## src/rtl/weighted_l1_loss_reduce_unit_assert.svh

```systemverilog
// Assertion macros for the weighted L1 loss reduce unit.
// Every macro samples on clk_i and is disabled while rst_ni is low.
`ifndef WEIGHTED_L1_LOSS_REDUCE_UNIT_ASSERT_SVH
`define WEIGHTED_L1_LOSS_REDUCE_UNIT_ASSERT_SVH

// Fail when the condition holds at any edge.
`define WL1R_ASSERT_NEVER(lbl, cond, msg) \
  lbl: assert property (@(posedge clk_i) disable iff (!rst_ni) !(cond)) else $error(msg);

// Fail when the antecedent holds and the consequent does not, at the same edge.
`define WL1R_ASSERT_IMPLIES(lbl, ante, cons, msg) \
  lbl: assert property (@(posedge clk_i) disable iff (!rst_ni) (ante) |-> (cons)) \
    else $error(msg);

// Fail when the antecedent holds and the consequent does not, at the next edge.
`define WL1R_ASSERT_NEXT(lbl, ante, cons, msg) \
  lbl: assert property (@(posedge clk_i) disable iff (!rst_ni) (ante) |=> (cons)) \
    else $error(msg);

`endif

```

## src/rtl/wl1r_pkg.sv

```systemverilog
`default_nettype none

package wl1r_pkg;

  localparam int unsigned SampleWidthDef = 16;
  localparam int unsigned MaxElementsDef = 65536;

  localparam int unsigned AccWidth   = 48;
  localparam int unsigned CountWidth = 17;
  localparam int unsigned ScaleShift = 8;
  localparam int unsigned NumWidth   = AccWidth + ScaleShift;
  localparam int unsigned DivSteps   = NumWidth;
  localparam int unsigned StepWidth  = $clog2(DivSteps);
  localparam int unsigned QueueDepth = 4;

  localparam logic signed [AccWidth-1:0] AccMax = {1'b0, {(AccWidth-1){1'b1}}};
  localparam logic signed [AccWidth-1:0] AccMin = {1'b1, {(AccWidth-1){1'b0}}};

  typedef enum logic [1:0] {
    MODE_NONE       = 2'd0,
    MODE_SUM        = 2'd1,
    MODE_MEAN_WSUM  = 2'd2,
    MODE_MEAN_COUNT = 2'd3
  } mode_e;

  typedef enum logic [1:0] {
    OP_PASS      = 2'd0,
    OP_DIV_WSUM  = 2'd1,
    OP_DIV_COUNT = 2'd2
  } op_e;

  typedef enum logic [1:0] {
    ST_IDLE = 2'd0,
    ST_DIV  = 2'd1,
    ST_HOLD = 2'd2
  } back_state_e;

  typedef struct packed {
    op_e                         op;
    logic signed [AccWidth-1:0]  num;
    logic signed [AccWidth-1:0]  den;
    logic                        last;
  } job_t;

endpackage

`default_nettype wire

```

## src/rtl/wl1r_front.sv

```systemverilog
`default_nettype none

module wl1r_front #(
  parameter int unsigned SampleWidth = wl1r_pkg::SampleWidthDef,
  parameter int unsigned MaxElements = wl1r_pkg::MaxElementsDef
) (
  input  logic                          clk_i,
  input  logic                          rst_ni,
  input  wl1r_pkg::mode_e               mode_i,
  input  logic signed [SampleWidth-1:0] prediction_i,
  input  logic signed [SampleWidth-1:0] label_i,
  input  logic signed [SampleWidth-1:0] weight_i,
  input  logic                          final_element_i,
  input  logic                          in_valid_i,
  output logic                          in_stall_o,
  output logic                          push_o,
  output wl1r_pkg::job_t                job_o,
  input  logic                          full_i
);
  import wl1r_pkg::*;

  localparam int unsigned DiffW = SampleWidth + 1;
  localparam int unsigned ProdW = DiffW + SampleWidth;
  localparam int unsigned CmpW  = (ProdW > AccWidth + 1) ? ProdW : AccWidth + 1;
  localparam int unsigned CountMax = (1 << CountWidth) - 1;
  localparam logic [CountWidth-1:0] CountLimit =
    (MaxElements < CountMax) ? CountWidth'(MaxElements) : CountWidth'(CountMax);

  function automatic logic signed [AccWidth-1:0] sat_add(
    input logic signed [AccWidth-1:0] a,
    input logic signed [AccWidth-1:0] b
  );
    logic [AccWidth:0] s;
    s = {a[AccWidth-1], a} + {b[AccWidth-1], b};
    if (s[AccWidth] != s[AccWidth-1]) begin
      return s[AccWidth] ? AccMin : AccMax;
    end
    return s[AccWidth-1:0];
  endfunction

  logic [DiffW-1:0]       diff;
  logic [DiffW-1:0]       diff_mag;
  logic [SampleWidth-1:0] w_mag;
  logic [ProdW-1:0]       prod;

  logic                          s1_valid_q;
  logic [ProdW-1:0]              s1_prod_q;
  logic signed [SampleWidth-1:0] s1_w_q;
  logic                          s1_last_q;
  mode_e                         s1_mode_q;

  logic signed [AccWidth-1:0] esum_q, esum_n;
  logic signed [AccWidth-1:0] wsum_q, wsum_n;
  logic [CountWidth-1:0]      cnt_q, cnt_n;

  logic [CmpW-1:0]            prod_ext;
  logic                       prod_ovf;
  logic                       w_neg;
  logic [AccWidth-1:0]        prod_lo;
  logic signed [AccWidth-1:0] err;
  logic signed [AccWidth-1:0] w_ext;
  logic                       need_push;
  logic                       adv;

  assign diff     = {prediction_i[SampleWidth-1], prediction_i}
                  - {label_i[SampleWidth-1], label_i};
  assign diff_mag = diff[DiffW-1] ? (~diff + DiffW'(1)) : diff;
  assign w_mag    = weight_i[SampleWidth-1] ? (~weight_i + SampleWidth'(1)) : weight_i;
  assign prod     = ProdW'(diff_mag) * ProdW'(w_mag);

  assign w_neg    = s1_w_q[SampleWidth-1];
  assign prod_ext = CmpW'(s1_prod_q);
  assign prod_ovf = prod_ext > CmpW'($unsigned(AccMax));
  assign prod_lo  = AccWidth'(s1_prod_q);

  always_comb begin
    if (prod_ovf) begin
      err = w_neg ? AccMin : AccMax;
    end else begin
      err = w_neg ? (~prod_lo + AccWidth'(1)) : prod_lo;
    end
  end

  assign w_ext  = {{(AccWidth-SampleWidth){s1_w_q[SampleWidth-1]}}, s1_w_q};
  assign esum_n = sat_add(esum_q, err);
  assign wsum_n = sat_add(wsum_q, w_ext);
  assign cnt_n  = ((s1_w_q != '0) && (cnt_q < CountLimit)) ? cnt_q + CountWidth'(1) : cnt_q;

  assign need_push  = (s1_mode_q == MODE_NONE) || s1_last_q;
  assign adv        = !s1_valid_q || !need_push || !full_i;
  assign push_o     = s1_valid_q && need_push && !full_i;
  assign in_stall_o = !adv;

  always_comb begin
    job_o.last = s1_last_q;
    job_o.den  = wsum_n;
    unique case (s1_mode_q)
      MODE_NONE: begin
        job_o.op  = OP_PASS;
        job_o.num = err;
      end
      MODE_SUM: begin
        job_o.op  = OP_PASS;
        job_o.num = esum_n;
      end
      MODE_MEAN_WSUM: begin
        job_o.op  = OP_DIV_WSUM;
        job_o.num = esum_n;
      end
      MODE_MEAN_COUNT: begin
        job_o.op  = OP_DIV_COUNT;
        job_o.num = esum_n;
        job_o.den = AccWidth'(cnt_n);
      end
    endcase
  end

  always_ff @(posedge clk_i or negedge rst_ni) begin
    if (!rst_ni) begin
      s1_valid_q <= 1'b0;
    end else if (adv) begin
      s1_valid_q <= in_valid_i;
    end
  end

  always_ff @(posedge clk_i) begin
    if (adv && in_valid_i) begin
      s1_prod_q <= prod;
      s1_w_q    <= weight_i;
      s1_last_q <= final_element_i;
      s1_mode_q <= mode_i;
    end
  end

  always_ff @(posedge clk_i or negedge rst_ni) begin
    if (!rst_ni) begin
      esum_q <= '0;
      wsum_q <= '0;
      cnt_q  <= '0;
    end else if (s1_valid_q && adv) begin
      if (s1_last_q) begin
        esum_q <= '0;
        wsum_q <= '0;
        cnt_q  <= '0;
      end else begin
        esum_q <= esum_n;
        wsum_q <= wsum_n;
        cnt_q  <= cnt_n;
      end
    end
  end

endmodule

`default_nettype wire

```

## src/rtl/wl1r_queue.sv

```systemverilog
`default_nettype none

module wl1r_queue (
  input  logic           clk_i,
  input  logic           rst_ni,
  input  logic           push_i,
  input  wl1r_pkg::job_t job_i,
  output logic           full_o,
  input  logic           pop_i,
  output logic           valid_o,
  output wl1r_pkg::job_t job_o
);
  import wl1r_pkg::*;

  localparam int unsigned PtrW = $clog2(QueueDepth);

  job_t              mem_q [QueueDepth];
  logic [PtrW-1:0]   wr_ptr_q, wr_ptr_d;
  logic [PtrW-1:0]   rd_ptr_q, rd_ptr_d;
  logic [PtrW:0]     count_q, count_d;

  assign full_o  = count_q == (PtrW+1)'(QueueDepth);
  assign valid_o = count_q != '0;
  assign job_o   = mem_q[rd_ptr_q];

  always_comb begin
    wr_ptr_d = wr_ptr_q;
    rd_ptr_d = rd_ptr_q;
    count_d  = count_q;
    if (push_i) begin
      wr_ptr_d = (wr_ptr_q == PtrW'(QueueDepth - 1)) ? '0 : wr_ptr_q + PtrW'(1);
    end
    if (pop_i) begin
      rd_ptr_d = (rd_ptr_q == PtrW'(QueueDepth - 1)) ? '0 : rd_ptr_q + PtrW'(1);
    end
    if (push_i && !pop_i) begin
      count_d = count_q + (PtrW+1)'(1);
    end else if (pop_i && !push_i) begin
      count_d = count_q - (PtrW+1)'(1);
    end
  end

  always_ff @(posedge clk_i or negedge rst_ni) begin
    if (!rst_ni) begin
      wr_ptr_q <= '0;
      rd_ptr_q <= '0;
      count_q  <= '0;
    end else begin
      wr_ptr_q <= wr_ptr_d;
      rd_ptr_q <= rd_ptr_d;
      count_q  <= count_d;
    end
  end

  always_ff @(posedge clk_i) begin
    if (push_i) begin
      mem_q[wr_ptr_q] <= job_i;
    end
  end

endmodule

`default_nettype wire

```

## src/rtl/wl1r_back.sv

```systemverilog
`default_nettype none

module wl1r_back (
  input  logic                                    clk_i,
  input  logic                                    rst_ni,
  input  logic                                    valid_i,
  input  wl1r_pkg::job_t                          job_i,
  output logic                                    pop_o,
  output logic signed [wl1r_pkg::AccWidth-1:0]    loss_value_o,
  output logic                                    result_last_o,
  output logic                                    out_valid_o,
  input  logic                                    out_stall_i
);
  import wl1r_pkg::*;

  back_state_e state_q, state_d;

  logic [AccWidth-1:0]  rem_q;
  logic [NumWidth-1:0]  quo_q;
  logic [AccWidth-1:0]  den_q;
  logic                 neg_q;
  logic                 zero_q;
  logic                 last_q;
  logic [StepWidth-1:0] step_q;

  logic                       out_valid_q;
  logic signed [AccWidth-1:0] out_loss_q;
  logic                       out_last_q;

  logic                out_free;
  logic                load_pass;
  logic                load_div;
  logic                load_quot;
  logic                step_en;
  logic                step_done;

  logic [AccWidth-1:0] num_mag;
  logic [AccWidth-1:0] wden_mag;
  logic [AccWidth-1:0] den_load;
  logic [NumWidth-1:0] num_load;
  logic                neg_load;

  logic [AccWidth:0]   rem_shift;
  logic [AccWidth+1:0] trial;
  logic                fits;

  logic                quo_ovf;
  logic signed [AccWidth-1:0] quot_val;

  assign out_free  = !out_valid_q || !out_stall_i;
  assign step_done = step_q == StepWidth'(DivSteps - 1);

  assign num_mag  = job_i.num[AccWidth-1] ? (~job_i.num + AccWidth'(1)) : job_i.num;
  assign wden_mag = job_i.den[AccWidth-1] ? (~job_i.den + AccWidth'(1)) : job_i.den;

  always_comb begin
    if (job_i.op == OP_DIV_WSUM) begin
      num_load = {num_mag, {ScaleShift{1'b0}}};
      den_load = wden_mag;
      neg_load = job_i.num[AccWidth-1] != job_i.den[AccWidth-1];
    end else begin
      num_load = NumWidth'(num_mag);
      den_load = job_i.den;
      neg_load = job_i.num[AccWidth-1];
    end
  end

  assign rem_shift = {rem_q, quo_q[NumWidth-1]};
  assign trial     = {1'b0, rem_shift} - {2'b00, den_q};
  assign fits      = !trial[AccWidth+1];

  assign quo_ovf = quo_q > NumWidth'($unsigned(AccMax));

  always_comb begin
    if (zero_q) begin
      quot_val = '0;
    end else if (quo_ovf) begin
      quot_val = neg_q ? AccMin : AccMax;
    end else if (neg_q) begin
      quot_val = ~AccWidth'(quo_q) + AccWidth'(1);
    end else begin
      quot_val = AccWidth'(quo_q);
    end
  end

  always_comb begin
    state_d = state_q;
    unique case (state_q)
      ST_IDLE: begin
        if (valid_i && (job_i.op != OP_PASS)) begin
          state_d = ST_DIV;
        end
      end
      ST_DIV: begin
        if (step_done) begin
          state_d = ST_HOLD;
        end
      end
      ST_HOLD: begin
        if (out_free) begin
          state_d = ST_IDLE;
        end
      end
      default: state_d = ST_IDLE;
    endcase
  end

  always_comb begin
    pop_o     = 1'b0;
    load_pass = 1'b0;
    load_div  = 1'b0;
    load_quot = 1'b0;
    step_en   = 1'b0;
    unique case (state_q)
      ST_IDLE: begin
        if (valid_i) begin
          if (job_i.op == OP_PASS) begin
            if (out_free) begin
              pop_o     = 1'b1;
              load_pass = 1'b1;
            end
          end else begin
            pop_o    = 1'b1;
            load_div = 1'b1;
          end
        end
      end
      ST_DIV: begin
        step_en = 1'b1;
      end
      ST_HOLD: begin
        load_quot = out_free;
      end
      default: ;
    endcase
  end

  always_ff @(posedge clk_i or negedge rst_ni) begin
    if (!rst_ni) begin
      state_q     <= ST_IDLE;
      out_valid_q <= 1'b0;
    end else begin
      state_q <= state_d;
      if (load_pass || load_quot) begin
        out_valid_q <= 1'b1;
      end else if (!out_stall_i) begin
        out_valid_q <= 1'b0;
      end
    end
  end

  always_ff @(posedge clk_i) begin
    if (load_div) begin
      rem_q  <= '0;
      quo_q  <= num_load;
      den_q  <= den_load;
      neg_q  <= neg_load;
      zero_q <= den_load == '0;
      last_q <= job_i.last;
      step_q <= '0;
    end else if (step_en) begin
      rem_q  <= fits ? trial[AccWidth-1:0] : rem_shift[AccWidth-1:0];
      quo_q  <= {quo_q[NumWidth-2:0], fits};
      step_q <= step_q + StepWidth'(1);
    end
  end

  always_ff @(posedge clk_i) begin
    if (load_pass) begin
      out_loss_q <= job_i.num;
      out_last_q <= job_i.last;
    end else if (load_quot) begin
      out_loss_q <= quot_val;
      out_last_q <= last_q;
    end
  end

  assign loss_value_o  = out_loss_q;
  assign result_last_o = out_last_q;
  assign out_valid_o   = out_valid_q;

endmodule

`default_nettype wire

```

## src/rtl/weighted_l1_loss_reduce_unit.sv

```systemverilog
// Weighted L1 loss with streaming reduction.
// Input channel: prediction_i, label_i, weight_i, final_element_i with
// in_valid_i / in_stall_o; a request is taken when valid is high and stall low.
// Output channel: loss_value_o, result_last_o with out_valid_o / out_stall_i.
// reduction_mode is written through cfg_we_i / cfg_wdata_i; the user must
// write it only while idle, as the block does not enforce this. Mode none
// gives one result per element; the reducing modes give one result on the
// final element. Accumulators clear after every final element. Per-element
// results and the plain sum pass through the s1 register, the job queue and the
// output register; mean modes add the back end's 56-step restoring divider.
// Throughput: one element per cycle unless a job push meets a full queue; a
// division holds the back end; the front runs on until the 4-entry queue fills.
// A stalled result holds in the output register; the queue then fills and
// in_stall_o rises. Reset clears the accumulators, empties the queue and sets
// the mode to sum; no clearing pass is needed.
`default_nettype none
`include "weighted_l1_loss_reduce_unit_assert.svh"

module weighted_l1_loss_reduce_unit #(
  parameter int unsigned SampleWidth = wl1r_pkg::SampleWidthDef,
  parameter int unsigned MaxElements = wl1r_pkg::MaxElementsDef
) (
  input  logic                                 clk_i,
  input  logic                                 rst_ni,
  input  logic                                 cfg_we_i,
  input  logic [1:0]                           cfg_wdata_i,
  input  logic signed [SampleWidth-1:0]        prediction_i,
  input  logic signed [SampleWidth-1:0]        label_i,
  input  logic signed [SampleWidth-1:0]        weight_i,
  input  logic                                 final_element_i,
  input  logic                                 in_valid_i,
  output logic                                 in_stall_o,
  output logic signed [wl1r_pkg::AccWidth-1:0] loss_value_o,
  output logic                                 result_last_o,
  output logic                                 out_valid_o,
  input  logic                                 out_stall_i
);
  import wl1r_pkg::*;

  mode_e mode_q;
  logic  q_push;
  logic  q_full;
  logic  q_pop;
  logic  q_valid;
  job_t  push_job;
  job_t  head_job;

  always_ff @(posedge clk_i or negedge rst_ni) begin
    if (!rst_ni) begin
      mode_q <= MODE_SUM;
    end else if (cfg_we_i) begin
      mode_q <= mode_e'(cfg_wdata_i);
    end
  end

  wl1r_front #(
    .SampleWidth (SampleWidth),
    .MaxElements (MaxElements)
  ) u_front (
    .clk_i           (clk_i),
    .rst_ni          (rst_ni),
    .mode_i          (mode_q),
    .prediction_i    (prediction_i),
    .label_i         (label_i),
    .weight_i        (weight_i),
    .final_element_i (final_element_i),
    .in_valid_i      (in_valid_i),
    .in_stall_o      (in_stall_o),
    .push_o          (q_push),
    .job_o           (push_job),
    .full_i          (q_full)
  );

  wl1r_queue u_queue (
    .clk_i   (clk_i),
    .rst_ni  (rst_ni),
    .push_i  (q_push),
    .job_i   (push_job),
    .full_o  (q_full),
    .pop_i   (q_pop),
    .valid_o (q_valid),
    .job_o   (head_job)
  );

  wl1r_back u_back (
    .clk_i         (clk_i),
    .rst_ni        (rst_ni),
    .valid_i       (q_valid),
    .job_i         (head_job),
    .pop_o         (q_pop),
    .loss_value_o  (loss_value_o),
    .result_last_o (result_last_o),
    .out_valid_o   (out_valid_o),
    .out_stall_i   (out_stall_i)
  );

  `WL1R_ASSERT_NEVER(a_queue_overflow, q_push && q_full, "job pushed into full queue")
  `WL1R_ASSERT_NEVER(a_queue_underflow, q_pop && !q_valid, "job popped from empty queue")
  `WL1R_ASSERT_IMPLIES(a_stall_cause, in_stall_o, q_full, "input stalled with queue space")
  `WL1R_ASSERT_NEXT(a_push_lands, q_push && !q_pop, q_valid, "pushed job not visible")

endmodule

`default_nettype wire

```

## config.mk

```make
export PLATFORM = sky130hd
export DESIGN_NAME = weighted_l1_loss_reduce_unit
export DESIGN_NICKNAME = d
export VERILOG_FILES = /design/src/rtl/wl1r_pkg.sv /design/src/rtl/wl1r_front.sv /design/src/rtl/wl1r_queue.sv /design/src/rtl/wl1r_back.sv /design/src/rtl/weighted_l1_loss_reduce_unit.sv
export VERILOG_INCLUDE_DIRS = /design/src /design/src/rtl
export SDC_FILE = /design/constraint.sdc
export NUM_CORES = 2
export LEC_CHECK = 0
export ABC_AREA = 1
export ABC_CLOCK_PERIOD_IN_PS = 14400
export BUFFER_PORTS_ARGS = -buffer_cell sky130_fd_sc_hd__buf_2
export CAP_MARGIN = 20
export CORE_MARGIN = 2
export CORE_UTILIZATION = 45
export CTS_CLUSTER_DIAMETER = 30
export DETAILED_ROUTE_END_ITERATION = 10
export REMOVE_ABC_BUFFERS = 1
export SYNTH_ARGS = -nofsm -noshare
export SYNTH_HDL_FRONTEND = slang
export SYNTH_HIERARCHICAL = 1
export SYNTH_SLANG_ARGS = --single-unit
```

## constraint.sdc

```tcl
create_clock -name clk_i -period 14.4 [get_ports clk_i]
set_input_delay 1.44 -clock clk_i [delete_from_list [all_inputs] [get_ports clk_i]]
set_output_delay 1.44 -clock clk_i [all_outputs]
set_load 0.02 [all_outputs]
```

After elaboration in Yosys (flattened, before gate mapping)
Memory sizes are Yosys's and may differ from the RTL's.
Cells that the tools add are included.
{"block": "classes", "mul": 1, "order_cmp": 3, "n_mux": 59, "bitwise": 6, "n_eq_ne": 17, "addsub": 16, "reduce_logical": 33}
{"operator": "2-to-1 mux 48 bit", "n": 22}
{"operator": "case mux 50 bit (4 select lines)", "n": 1}
{"operator": "2-to-1 mux 56 bit", "n": 3}
{"operator": "NOT 48 bit", "n": 3}
{"operator": "adder 48 x 1 -> 48 bit, second input constant", "n": 2}
{"operator": "adder 48 x 2 -> 48 bit, second input constant", "n": 2}
{"operator": "> comparator 56 x 47 -> 1 bit, second input constant", "n": 1}
{"operator": "2-to-1 mux 17 bit", "n": 3}
{"operator": "subtractor 49 x 48 -> 50 bit", "n": 1}
{"operator": "adder 48 x 16 -> 49 bit", "n": 1}
{"operator": "adder 48 x 48 -> 49 bit", "n": 1}
{"operator": "zero test 48 bit", "n": 1}
{"operator": "NOT 33 -> 48 bit", "n": 1}
{"operator": "> comparator 33 x 47 -> 1 bit, second input constant", "n": 1}
{"operator": "adder 17 x 1 -> 17 bit, second input constant", "n": 2}
{"operator": "multiplier 17 x 16 -> 33 bit", "n": 1}
{"operator": "2-to-1 mux 1 bit", "n": 21}
{"operator": "less-than comparator 17 bit, second input constant", "n": 1}
{"operator": "NOT 17 bit", "n": 1}
{"operator": "subtractor 16 x 16 -> 17 bit", "n": 1}
{"operator": "adder 16 x 2 -> 16 bit, second input constant", "n": 1}
{"operator": "2-to-1 mux 16 bit", "n": 1}
{"operator": "NOT 16 bit", "n": 1}
{"operator": "nonzero test 16 bit", "n": 1}
{"operator": "other kinds (20)", "n": 61}
{"block": "totals", "input_bits": 56, "ramBits": 396, "regBits": 388, "out_inout_bits": 51, "memories": 1, "wordCells": 159}
{"name": "u_queue.mem_q", "words": 4, "word_bits": 99, "rd": 1, "rd_clocked_by_memory_dff": 0, "wr": 1, "line_no": "wl1r_queue.sv:17", "source": "job_t mem_q [QueueDepth];"}

Logic depth before layout (Yosys ltp)
{"block": "depth", "ltp_word": 9, "ltp_mapped": 40, "depth_no_buf": 40}

Hierarchy
The synthesis kept the hierarchy.
{"mod": "wl1r_front", "n_inst": 1, "area_per_inst_um2": 26595.5, "cells_each": 3949, "seq_area_each_um2": 4414.2}
{"mod": "wl1r_back", "n_inst": 1, "area_per_inst_um2": 17151.4, "cells_each": 2593, "seq_area_each_um2": 5840.6}
{"mod": "wl1r_queue", "n_inst": 1, "area_per_inst_um2": 16116.7, "cells_each": 1207, "seq_area_each_um2": 12066.6}
{"mod": "weighted_l1_loss_reduce_unit", "n_inst": 1, "area_per_inst_um2": 77.6, "cells_each": 9, "seq_area_each_um2": 51.3}

Worst setup path before layout
OpenSTA, ideal clock, no wires.
{"block": "synth_path", "path_type": "input to register", "start": "input port prediction_i[0]", "end": "register u_front.s1_prod_q[30], data pin", "path_buffers": 1, "setup_time_ns": 0.252, "cell_stages": 37, "arrival_time_ns": 8.128, "path_slack_ns": 6.019, "path_cell_list": "inv_1 > ha_1 > fa_1 > inv_1 > nand3_1 > nand2_1 > nand4_1 > nand3_1 > nand2_1 > nand4_1 > nand2_2 > buf_4 > o21ai_0 > nand2_2 > inv_1 > nand2_1 > fa_1 > fa_1 > inv_1 > fa_1 > inv_1 > fa_1 > inv_1 > fa_1 > inv_1 > fa_1 > inv_1 > ha_1 > nand2_1 > nor2_1 > nand4_1 > o211ai_1 > a21oi_1 > o21ai_0 > nand2_1 > nand3_1 > nand2_1"}
{"block": "synth_via", "elab_chain_len": 5}
{"item": "start, declared", "line_no": "weighted_l1_loss_reduce_unit.sv:27", "source": "input logic signed [SampleWidth-1:0] prediction_i,"}
{"item": "subtractor 16 x 16 -> 17 bit *", "line_no": "wl1r_front.sv:66", "source": "- {label_i[SampleWidth-1], label_i};"}
{"item": "NOT 17 bit", "line_no": "wl1r_front.sv:67", "source": "assign diff_mag = diff[DiffW-1] ? (~diff + DiffW'(1)) : diff;"}
{"item": "adder 17 x 1 -> 17 bit", "line_no": "wl1r_front.sv:67"}
{"item": "2-to-1 mux 17 bit *", "line_no": "wl1r_front.sv:67"}
{"item": "multiplier 17 x 16 -> 33 bit *", "line_no": "wl1r_front.sv:69", "source": "assign prod = ProdW'(diff_mag) * ProdW'(w_mag);"}
{"item": "named net u_front.prod[30]", "line_no": "wl1r_front.sv:44", "source": "logic [ProdW-1:0] prod;"}
{"item": "end signal, assigned", "line_no": "wl1r_front.sv:128", "source": "s1_prod_q <= prod;"}
{"item": "end, declared", "line_no": "wl1r_front.sv:47", "source": "logic [ProdW-1:0] s1_prod_q;"}
Mark *: on every way through the listed nets, which the timed path passes. The rest lies on a longest branch.
A chain may end at the register's enable or synchronous reset.

Worst setup path after layout
{"block": "layout_path", "start": "input port prediction_i[0]", "end": "register u_front.s1_prod_q[26], data pin"}
The elaborated chain is that of the path after synthesis.

==> impl_results.md <==
- Status: finished clean
- Fin Hold WS: 0.467 ns
- Asr flop ratio synth: 16.1%
- Vias per cell: 5.30
- Post-CTS Repair Setup Buffers: 0
- Slowest stage cell, crit path: fa_1
- CP max stage delay: 0.56 ns
- Starting Density: 45.5%
- Vias in the first global route: 50657
- Clock sink count: 784
- Routed WL per cell: 18.6 um
- Final hold viol count: 0
- # setup viols final: 0
- Max clock buf depth: 3
- Multi-input gate area: 0.0317 sq mm
- Unrepaired setup endpoints after global routing: no
- Distinct cell type count of the synthesized netlist: 67
- Commonest cells after routing, fill and taps aside: nand2_1 (2127), inv_1 (1213), nor2_1 (671)
- First-pass GRT wire length: 285000 um
- Synth Warn #: 6
- Remaining Overflow, GRT: 0
- Internal reg-to-reg setup slack: 7.90 ns
- Register Area: 0.0224 sq mm
- FILL cells: 12810
- Reg-to-Reg End: u_queue/mem_q[2][60]$_DFFE_PP_
- Chip height: 369 um
- Busiest grt layer: met2
- Req. time, crit path: 14.93 ns
- Setup_tns: 0 ns
- Commonest non-fill, non-tap cell in the layout: nand2_1
- GRT met3 Usage: 3.46%
- CP max FO: 23
- Yosys reg bits: 784
- Overall die width: 369 um
- CTS H-tree lvls: 4
- Max-slew headroom: 24.3%
- # IOs: 107
- Fin crit period: 9.23 ns
- Worst setup EP type: flop
- Worst-case reg-to-reg path depth: 26
- Initial antenna violation count: 1
- CTS Buf Count: 177
- M2 GR Usage: 43.7%
- Post-CTS Hold Fix Bufs: 0
- Post-synthesis cell count: 7758
- Vias: 51865
- Root Driver: clkbuf_16
- Die area: 0.136 sq mm
- CTS tree: done
- Register area share after synthesis: 37.3%
- Fin. max-slew vios: 0
- Crit path to: u_front/s1_prod_q[26]$_DFFE_PP_
- Largest net degree at the start of global routing: 230
- Worst-path clk slew: 0.05 ns
- GPL Wtd Cong: 0.961
- Post-CTS resize count: 0
- Share of cells above drive strength 1: 7.63%
- Final WS setup: 5.17 ns
- Gr usage total: 26.7%
- Crit Path Class: primary input to flop
- HPWL Detailed: 138000 um
- P&R area growth vs syn: 13.9%
- Syn Area/Cell: 7.73 sq um
- Clk_skew: 0.0586 ns
- Final period util: 64.1%
- Num rows: 133
- RR Startpoint: u_front/s1_prod_q[0]$_DFFE_PP_
- # DRC: 0
- Startpoint Class: primary input
- GR Util met1: 36.2%
- Core area: 0.132 sq mm
- Min-delay worst type: flop to flop
- Max Clk Rate: 108 MHz
- Post-route ant nets: 0
- Ys flop type: edfxtp_1
- # port buffers: 106
- Max cap viols: 0
- Crit path from: prediction_i[0]
- Final WL: 182000 um
- Cell area after synthesis: 0.0599 sq mm
- Initial drt markers: 3966
- Crit path DAT: 9.76 ns
- Later-pin clock latency in the skew report: 0.81 ns
- DRT Pass-1 Iters: 6
- Post-synth EDFFs: 604
- Placement Setup Slack: 4.44 ns
- Fin nets: 8421
- Actual slew at the worst max-slew pin: 1.13 ns
==> per-layer routing <==
| metal | part of all wire (%) | routed length [um] | vias up |
|---|---|---|---|
| li1 | - | - | 25571 |
| met1 | 45 | 82600 | 24518 |
| met2 | 46 | 84600 | 1452 |
| met3 | 5.1 | 9240 | 324 |
| met4 | 3.2 | 5820 | 0 |
| met5 | 0 | 0 | - |
==> cell usage after synthesis (11+ instances only) <==
master | count | share of area (%)
nand2_1 | 2129 | 13
inv_1 | 1218 | 7.6
nor2_1 | 676 | 4.2
edfxtp_1 | 604 | 30
nand3_1 | 468 | 3.9
a21oi_1 | 346 | 2.9
o21ai_0 | 334 | 2.8
ha_1 | 282 | 5.9
fa_1 | 213 | 7.1
o211ai_1 | 212 | 2.7
xor2_1 | 135 | 2.0
dfrtp_1 | 125 | 5.2
clkbuf_1 | 106 | 0.66
nor3_1 | 98 | 0.82
nand4_1 | 93 | 0.97
o21ai_1 | 80 | 0.67
xnor2_1 | 77 | 1.1
buf_2 | 58 | 0.48
dfxtp_1 | 54 | 1.8
nand3b_1 | 46 | 0.58
buf_6 | 31 | 0.58
nand2_2 | 29 | 0.30
nor2_2 | 29 | 0.30
o21bai_1 | 29 | 0.36
nor4_1 | 28 | 0.29
inv_2 | 25 | 0.16
a21o_1 | 24 | 0.30
o22ai_1 | 23 | 0.24
buf_4 | 19 | 0.24
and2_1 | 18 | 0.19
a22oi_1 | 13 | 0.16
buf_1 | 13 | 0.081
o21a_1 | 12 | 0.15
o221ai_1 | 12 | 0.18
or2_2 | 12 | 0.13
nand3_2 | 11 | 0.18
==> worst max-delay path, delay by kind of cell <==
kind                       cells  cell delay, ns
AOI/OAI and AO/OA              4            1.15
adders and majority gates      9            4.13
buffers and inverters          9            0.93
and+or+nand+nor               16            2.08
==> sequential cells by signal, summed over array words and instances, names as in the netlist, 3 cells and up <==
name and flops:
u_queue/mem_q 396, u_back/quo_q 56, u_back/den_q 48, u_back/loss_value_o 48
u_back/rem_q 48, u_front/esum_q 48, u_front/wsum_q 48, u_front/s1_prod_q 33
u_front/cnt_q 17, u_front/s1_w_q 16, u_back/step_q 6, u_queue/count_q 3
==> metrics by stage <==
stage	instances	cell area [sq um]	util [%]
floorplan	7531	58700	-
CTS	9776	68200	51.7
finish	9783	68200	51.8
detailed placement	9442	61900	47.0
global route	9780	68200	51.8
global placement	9441	61900	47.0
==> kinds of logic after synthesis <==
logic type | after synthesis | synth area share [%]
AO/OA/AOI/OAI | 1129 | 11.0
AND/OR/NAND/NOR | 3662 | 25.7
adder cells (fa/ha/maj) | 495 | 13.0
buffers and inverters | 1474 | 9.87
XOR/XNOR | 214 | 3.15
flip-flops | 784 | 37.3
==> cell type report <==
| cell class | count | share of cell area, % |
|---|---|---|
| diodes | 3 | 0.0110 |
| clock buffers | 216 | 6.94 |
| clock inverters | 118 | 2.22 |
| inverters | 1247 | 6.90 |
| multi-input cells | 5500 | 46.5 |
| flip-flops and latches | 784 | 32.8 |
| well taps | 1755 | 3.22 |
| repair buffers | 160 | 1.44 |
==> worst min-delay path by stage <==
stage                     cells after the start                   from                             end
final                                         0  mode_q[1]$_DFFE_PN0P_  u_front/s1_mode_q[1]$_DFFE_PP_
after global routing                          2  mode_q[0]$_DFFE_PN1P_           mode_q[0]$_DFFE_PN1P_
after CTS                                     2  mode_q[0]$_DFFE_PN1P_           mode_q[0]$_DFFE_PN1P_
after detailed placement                      0  mode_q[1]$_DFFE_PN0P_  u_front/s1_mode_q[1]$_DFFE_PP_
after global placement                        0  mode_q[1]$_DFFE_PN0P_  u_front/s1_mode_q[1]$_DFFE_PP_
after floorplan                               0  mode_q[1]$_DFFE_PN0P_  u_front/s1_mode_q[1]$_DFFE_PP_
Power is not shown: default switching activity piles up to over one toggle a cycle in this logic, so the estimate is an artifact.
